<file path="src/rtl/cvoi_pkg.sv">
// shared types and constants for the odometry integrator
package cvoi_pkg;

	localparam logic [1:0] FUNC_CMD  = 2'd0;
	localparam logic [1:0] FUNC_GOAL = 2'd1;
	localparam logic [1:0] FUNC_TICK = 2'd2;
	localparam logic [1:0] FUNC_NOP  = 2'd3;

	localparam logic [2:0] REG_MAX_X       = 3'd0;
	localparam logic [2:0] REG_MAX_Y       = 3'd1;
	localparam logic [2:0] REG_MAX_TURN    = 3'd2;
	localparam logic [2:0] REG_PERIOD      = 3'd3;
	localparam logic [2:0] REG_START_HEAD  = 3'd4;
	localparam logic [2:0] REG_START_X     = 3'd5;
	localparam logic [2:0] REG_START_Y     = 3'd6;
	localparam logic [2:0] REG_START_TURN  = 3'd7;

	localparam logic [17:0] SIN_A = 18'd102944;
	localparam logic [17:0] SIN_B = 18'd42048;
	localparam logic [17:0] SIN_C = 18'd4640;

	// one step of the controller's multiply sequence
	typedef enum logic [3:0] {
		ST_IDLE,
		ST_SIN,
		ST_COS,
		ST_RX1,
		ST_RX2,
		ST_RY1,
		ST_RY2,
		ST_DX,
		ST_DY,
		ST_DTH,
		ST_COMMIT,
		ST_OUT
	} state_t;

	// controller to datapath
	typedef struct packed {
		logic    load_item;
		logic    apply_simple;
		state_t  step;
	} dp_cmd_t;

	// datapath to controller
	typedef struct packed {
		logic    is_tick;
		logic    poly_done;
	} dp_status_t;

endpackage

</file>
<file path="src/rtl/cvoi_ctrl.sv">
// sequencer for the odometry integrator
module cvoi_ctrl (
	input  logic                  clk,
	input  logic                  arst_n,
	input  logic                  in_fire,
	input  logic                  out_free,
	input  cvoi_pkg::dp_status_t  status,
	output cvoi_pkg::dp_cmd_t     cmd,
	output logic                  busy
);

	cvoi_pkg::state_t state_q, state_d;

	always_ff @(posedge clk or negedge arst_n) begin
		if (!arst_n) state_q <= cvoi_pkg::ST_IDLE;
		else         state_q <= state_d;
	end

	always_comb begin
		state_d          = state_q;
		cmd.load_item    = 1'b0;
		cmd.apply_simple = 1'b0;
		cmd.step         = state_q;
		busy             = (state_q != cvoi_pkg::ST_IDLE);
		case (state_q)
			cvoi_pkg::ST_IDLE: begin
				if (in_fire) begin
					cmd.load_item = 1'b1;
					state_d = cvoi_pkg::ST_SIN;
				end
			end
			cvoi_pkg::ST_SIN: begin
				if (!status.is_tick) begin
					cmd.apply_simple = 1'b1;
					state_d = cvoi_pkg::ST_OUT;
				end else if (status.poly_done) state_d = cvoi_pkg::ST_COS;
			end
			cvoi_pkg::ST_COS:    if (status.poly_done) state_d = cvoi_pkg::ST_RX1;
			cvoi_pkg::ST_RX1:    state_d = cvoi_pkg::ST_RX2;
			cvoi_pkg::ST_RX2:    state_d = cvoi_pkg::ST_RY1;
			cvoi_pkg::ST_RY1:    state_d = cvoi_pkg::ST_RY2;
			cvoi_pkg::ST_RY2:    state_d = cvoi_pkg::ST_DX;
			cvoi_pkg::ST_DX:     state_d = cvoi_pkg::ST_DY;
			cvoi_pkg::ST_DY:     state_d = cvoi_pkg::ST_DTH;
			cvoi_pkg::ST_DTH:    state_d = cvoi_pkg::ST_COMMIT;
			cvoi_pkg::ST_COMMIT: state_d = cvoi_pkg::ST_OUT;
			cvoi_pkg::ST_OUT:    if (out_free) state_d = cvoi_pkg::ST_IDLE;
			default:             state_d = cvoi_pkg::ST_IDLE;
		endcase
	end

endmodule

</file>
<file path="config.mk">
export PLATFORM = sky130hd
export DESIGN_NAME = cvoi_ctrl
export DESIGN_NICKNAME = d
export VERILOG_FILES = /design/src/rtl/cvoi_pkg.sv /design/src/rtl/cvoi_ctrl.sv
export SDC_FILE = /design/constraint.sdc
export NUM_CORES = 1
export LEC_CHECK = 0
export BUFFER_PORTS_ARGS = -buffer_cell sky130_fd_sc_hd__buf_2
export CAP_MARGIN = 40
export CELL_PAD_IN_SITES_DETAIL_PLACEMENT = 1
export CELL_PAD_IN_SITES_GLOBAL_PLACEMENT = 2
export CORE_AREA = 2 2 39 41
export DETAILED_ROUTE_END_ITERATION = 8
export DIE_AREA = 0 0 41 43
export PLACE_DENSITY_LB_ADDON = 0.2
export SLEW_MARGIN = 20
export SYNTH_ARGS = -nofsm -noshare
export SYNTH_HDL_FRONTEND = slang
export SYNTH_SLANG_ARGS = --single-unit
</file>
<file path="constraint.sdc">
create_clock -name clk -period 2.6 [get_ports clk]
set_input_delay 0.13 -clock clk [delete_from_list [all_inputs] [get_ports clk]]
set_output_delay 0.13 -clock clk [all_outputs]
set_load 0.005 [all_outputs]
</file>
==> results of run 1 <==
-- worst max-delay path: cells and delay by family, from the launching register on --
family | cells | cell delay, ns
buf+inv | 1 | 0.11
flops | 1 | 0.47
simple gates | 2 | 0.80
-- Yosys cell counts (all sizes together) --
| master | n | area (um2) |
|---|---|---|
| a211o | 1 | 8.76 |
| a211oi | 1 | 7.51 |
| a21oi | 3 | 18.8 |
| a221o | 1 | 11.3 |
| buf | 4 | 35.0 |
| dfrtp | 4 | 100 |
| inv | 2 | 7.51 |
| nand2 | 3 | 11.3 |
| nand4b | 1 | 8.76 |
| nor2 | 4 | 15.0 |
| nor2b | 1 | 6.26 |
| nor3 | 1 | 5.00 |
| nor4b | 1 | 8.76 |
| o21a | 1 | 7.51 |
| o21ai | 1 | 5.00 |
| o21bai | 1 | 11.3 |
| o2bb2ai | 1 | 8.76 |
| or4 | 2 | 20.0 |
| xor2 | 1 | 8.76 |
-- area by class of cell --
cell class,count,share of cell area
multi-input cells,24,0.425
flip-flops and latches,4,0.261
repair buffers,13,0.183
clock buffers,3,0.0588
well taps,16,0.0523
inverters,2,0.0196
-- stage by stage --
stage / setup slack, ns / cell area, um2
2_1_floorplan: 1.02 / 305
3_3_place_gp: 0.983 / 350
3_5_place_dp: 0.934 / 350
4_1_cts: 0.838 / 383
5_1_grt: 0.783 / 383
6_report: 0.858 / 383
-- routing by layer --
metal,global-route usage,vias to the layer above,part of all wire
met5,0,-,0
met4,0.0600,0,0
met3,0.0314,0,0.029
met2,0.159,3,0.55
met1,0.117,136,0.42
li1,-,144,-
-- power groups by stage --
| stage | registers, W | clock network, W | logic (W) |
|---|---|---|---|
| floorplan | 0.000121 | 0 | 0.000233 |
| global placement | 0.000182 | 0 | 0.000207 |
| detailed placement | 0.000184 | 0 | 0.000209 |
| CTS | 0.000183 | 0.0000756 | 0.000211 |
| global route | 0.000194 | 0.0000820 | 0.000230 |
| finish | 0.000182 | 0.0000726 | 0.000205 |
-- kinds of logic (layout without fill, tap and decap cells) --
group | count (synthesis) | count (layout) | share of synthesized area
AND/OR/NAND/NOR | 13 | 13 | 0.246
buffers and inverters | 6 | 18 | 0.139
XOR/XNOR | 1 | 1 | 0.0287
flip-flops | 4 | 4 | 0.328
AO/OA/AOI/OAI | 10 | 10 | 0.258
-- how the worst max path moves through the flow --
stage	slack [ns]	startpoint	endpoint	depth (start not counted)
after floorplan	1.02	state_q[1]	state_q[0]	5
after global placement	0.98	state_q[1]	state_q[0]	4
after detailed placement	0.93	state_q[1]	state_q[0]	4
after CTS	0.84	state_q[1]	cmd[5]	3
after global routing	0.78	state_q[3]	cmd[5]	3
final	0.86	state_q[1]	cmd[5]	3
==> run summary, run 1 <==
The run finished with clean final reports. Number of buffers inserted for hold repair after clock tree synthesis: 1. TritonCTS built the clock tree. The largest registers in the layout are state_q: 4 flops. For this run, the number of standard cells in the final layout without fillers is 62. Measured in cells, the most critical reg-to-reg path has a length of 4. At the end of routability-driven placement, the weighted congestion stood at 0.603. The total number of placement rows is 14, and the proportion of total power due to net switching is 0.427. For the max-capacitance violation count, the log shows 0.

The tools report the highest clock rate as 574 MHz. The endpoint identified for the worst register-to-register timing path is state_q[0]. For the relative slew slack, the log shows 0.697. Including well taps, the total number of placed cells is 58. At the end of the flow, the number of nets in the layout was 54. STA puts the critical path data arrival time at 1.61 ns.

The clock edge transition at the registers on the reported setup and hold paths is 0.04 ns, and the global-route congestion overflow total is 0. Number of vias per cell: 4.56. The first global-routing pass estimated 1.21 mm of wire. The max-slew violation count was 0; the number of detailed-route iterations in the first pass was 1. The tree is rooted in a sky130_fd_sc_hd__clkbuf_4. The number of distinct library cells after synthesis is 23. On the final layout, the worst hold slack is 0.239 ns.

IR analysis of the VDD net gives a maximum drop of 485 uV. The slew of the pin with the lowest slew margin was 0.448 ns. The run gives 0 as the initial antenna violation count.

On the worst path, the slowest cell contributes a delay of 0.70 ns. The tools report the reg2reg setup slack as 0.93 ns. For this design the total switching power over the nets is 0.000197 W. In the layout the commonest cells are sky130_fd_sc_hd__buf_2, sky130_fd_sc_hd__nor2_1, sky130_fd_sc_hd__dfrtp_1.

The power density over the cells is 1200 nW/um2, and the share of synthesized area occupied by flip-flops and latches is 0.328. The number of synthesized register bits is 4. The run gives 0 as the final setup violation count. For this design, the slowest cell found on the critical path is sky130_fd_sc_hd__or4_2. The number of warning messages in the yosys log came out at 0. Largest net degree at the start of global routing: 14. The filler cells instantiated in the layout total 176.

The run gives 302 as the number of global-route vias before repair. The run gives 0.396 as the sequential cell fraction of total power. The minimum clock period was 1.74 ns; the ratio of cells with drive above 1 in the final layout was 0.435. In this run the deepest clock path goes through 2 buffers.

The flip-flop count of the largest register after layout works out to 4. The tools report the total track usage as 0.103. In this run the count of I/O pins placed on the die edge is 13. The clock reaches the later pin of the worst-skew pair after 0.23 ns. The tightest min-delay check is of the in2async type.

The die span in x was 41 um; the overall via count from detail_route was 283. Top register by number of flip-flops: state_q. The critical path goes through or4_2 -> nor2_1 -> buf_2. The required arrival time at the worst endpoint was 2.47 ns.

The logs give 0 for the count of cells resized by post-cts repair and 1760 um2 for the floorplan die area. The cell count after synthesis was 34; the number of clock buffers inserted by TritonCTS was 3. Summed over all layers, the routed wires come to 724 um.

The logs give 1 for the number of H-tree levels and 40 for the post-synth net total. The count of nets left with antenna violations once routing finished came out at 0. Effective utilization at floorplan: 0.221. Clock skew on the completed layout was measured at 0.00348 ns.

The category of the worst setup path capture point was a primary output. The total inserted antenna cells was 0; the flip-flop and latch area was 100 um2. The overall die height is 43 um. Clock tree synthesis found a total of 4 sinks.

The total count of hold-check failures in the final report is 0. Setup repair after global routing left no endpoint under its margin. For the post-route core utilization, the log shows 0.277.

Relative to the synthesized area, the layout overhead comes to 25.4%. Kind of start point of the critical path: a register. The internal portion of the total power is 0.000264 W. Final clock period utilization by the worst path: 0.670. The average routed wire per standard cell is 11.7 um. Input and output buffers added on the ports amount to 12.

The cell area after synthesis came out at 305 um2. Detailed placement ended at an HPWL of 577 um. Along the worst path, the maximum fanout reaches 10.

For this block, the initial DRC count from the detailed router was 0. The tools report the proportion of power drawn by combinational gates as 0.446. The origin of the critical flop-to-flop path is state_q[1]. After routing, the total negative slack on setup checks comes to 0 ns. The most common cell after layout, fill and taps aside was sky130_fd_sc_hd__buf_2. By startpoint and endpoint, the worst setup path is classified as reg2out. After layout, the design draws a total of 0.000460 W. For the part of the total power dissipated in the clock network, the log shows 0.158. For the DRC violation count after routing, the log shows 0. The post-CTS setup buffer count is 0, and the leakage dissipation is 0.183 nW. For the area of combinational cells with multiple inputs, the log shows 163 um2. After floorplanning, the core was sized to cover 1380 um2.

The per-instance average area after synthesis came out at 8.98 um2.
Power figures use the tool's default switching activity.
==> inputs of run 2 (changes only) <==
CORE_AREA = not set   (was 2 2 39 41)
CORE_MARGIN = 1.5   (was not set)
CORE_UTILIZATION = 23   (was not set)
DIE_AREA = not set   (was 0 0 41 43)
clock period = 1.7 ns   (was 2.6 ns; I/O delays follow)
==> run summary, run 2 (synthesis results as in run 1) <==
The total count of hold-check failures in the final report is 0, and the ratio of cells with drive above 1 in the final layout is 0.500. In this run the vertical extent of the chip is 39.4 um. For the max-slew violation count, the log shows 0. The critical path in this run is classified as reg2out. The total area inside the core boundary comes to 1170 um2. The effective utilization at floorplan is 0.261.

Wires add up to 788 um. The path class of the tightest hold or removal check is in2async. The clock latency reported for the late side of the worst-skew pair is 0.22 ns. TritonCTS built the clock tree.

The final clock period utilization by the worst path is 0.938. Ranked by flip-flop count, first place goes to state_q. In this run the horizontal extent of the chip is 39.4 um. For the number of detailed-route iterations in the first pass, the log shows 1.

The root buffer cell chosen for the clock tree is sky130_fd_sc_hd__clkbuf_4. The minimum clock period is 1.59 ns. The post-route total power was 0.000815 W.

At the worst endpoint, the arrival time is 1.51 ns. After detailed routing, the number of vias per cell comes to 4.73. Once detail routing completed, the nets flagged for antenna violations numbered 0.

The number of clock buffers inserted by TritonCTS was 3. In the routed design, unresolved DRC markers number 0. The run finished with clean final reports.

The worst setup path is captured at a primary output. The number of H-tree levels was 1; the overall via count from detail_route was 303. Highest clock rate: 627 MHz. The die covers 1550 um2. The clock net in this run drives a total of 4 sinks. After detailed placement, the total cell area comes to 370 um2. The most common cell after layout, fill and taps aside is sky130_fd_sc_hd__buf_2. The run gives 0 as the violation count after the first detailed-routing iteration.

The power density over the cells was 1890 nW/um2. Setup violations remaining at the end of the flow were counted as 0. The first global-routing pass estimated 1.30 mm of wire. Worst clock skew on the final layout: 0.00117 ns.

The logs give 0.731 for the relative slew slack and 0.709 for the placer's final routability congestion estimate. In the final routed layout, each cell accounts on average for 12.3 um. STA classifies the critical path startpoint as a register.

The register with the most flip-flops in the layout has 4 of them. The largest registers in the layout are state_q: 4 flops. In the layout the commonest cells are sky130_fd_sc_hd__buf_2, sky130_fd_sc_hd__nor2_1, sky130_fd_sc_hd__dfrtp_1. The total inserted antenna cells was 0; the max-capacitance violation count was 0. The setup TNS after final layout was 0 ns; the number of global-route vias before repair was 314. The tools report the number of I/O pins as 13.

The global-route congestion overflow total was 0. The area growth from synthesis to layout is 41.0%. Detailed placement ended at an HPWL of 634 um. Setup repair after global routing left no endpoint under its margin. The maximum ir drop on the vdd rail was 714 uV; the largest driver fanout on the critical path was 9. With fillers left out, the area of the finished cells amounts to 430 um2.

The clock passes through at most 2 buffers. The initialized floorplan defines 12 standard-cell rows. Hold is met by 0.187 ns. The leakage dissipation came out at 0.205 nW. The number of input and output port buffers inserted works out to 12. For the total track usage, the log shows 0.120. The slew of the pin with the lowest slew margin was 0.403 ns.

STA puts the critical path data required time at 1.62 ns. The largest net degree at the start of global routing is 13. The run gives 0 as the initial antenna violation count. Clock-pin slew was measured on the worst setup and hold paths at 0.03 ns. The tools report the net count reported at finish as 58.
-- run 2: through the flow --
step / setup WS (ns) / util / cells
after floorplan: 0.116 / - / 34
after global placement: 0.193 / 0.316 / 59
after detailed placement: 0.162 / 0.316 / 59
after CTS: 0.0363 / 0.356 / 64
after global routing: 0.0358 / 0.368 / 64
final: 0.106 / 0.368 / 64
-- run 2: power breakdown --
group          switching [W]  internal [W]  total [W]
combinational       0.000232      0.000259   0.000491
sequential         0.0000676      0.000147   0.000215
clock              0.0000311     0.0000784   0.000110
total               0.000331      0.000484   0.000815
-- run 2: timing repair --
item	4_1_cts	5_1_grt
pin swaps	1	1
setup endpoints to repair	1	2
hold endpoints to repair	4	0
hold buffers	1	0
gates cloned	0	0
resized for setup	2	2
setup buffers	1	0
-- run 2: routing by layer --
metal  track usage  vias to the layer above  share of wire
met4        0.0517                        0              0
met2         0.234                        6           0.56
met5             0                        -              0
li1              -                      153              -
met1         0.134                      144           0.41
met3             0                        0          0.030
-- run 2: worst max-delay path, cell delays in order, from the launching register on --
cell	delay (ns)
sky130_fd_sc_hd__dfrtp_1	0.38
sky130_fd_sc_hd__buf_6	0.14
sky130_fd_sc_hd__or4_4	0.53
sky130_fd_sc_hd__nor2_1	0.11
sky130_fd_sc_hd__buf_2	0.12
-- run 2: layout make-up --
cell class | instances | area (um2)
fill | 141 | 741
multi-input combinational | 24 | 179
timing repair buffer | 17 | 104
sequential | 4 | 100
clock buffer | 3 | 22.5
tap | 14 | 17.5
inverter | 2 | 7.51
-- run 2: final timing paths --
check	startpoint	endpoint	slack, ns	depth (start not counted)
max in group asynchronous	arst_n	state_q[0]	1.40	2
max	state_q[1]	cmd[5]	0.11	4
min	arst_n	state_q[1]	0.19	2
min reg2reg	state_q[3]	state_q[2]	0.62	2
min in group clk	out_free	state_q[1]	0.25	4
max reg2reg	state_q[1]	state_q[0]	0.15	5
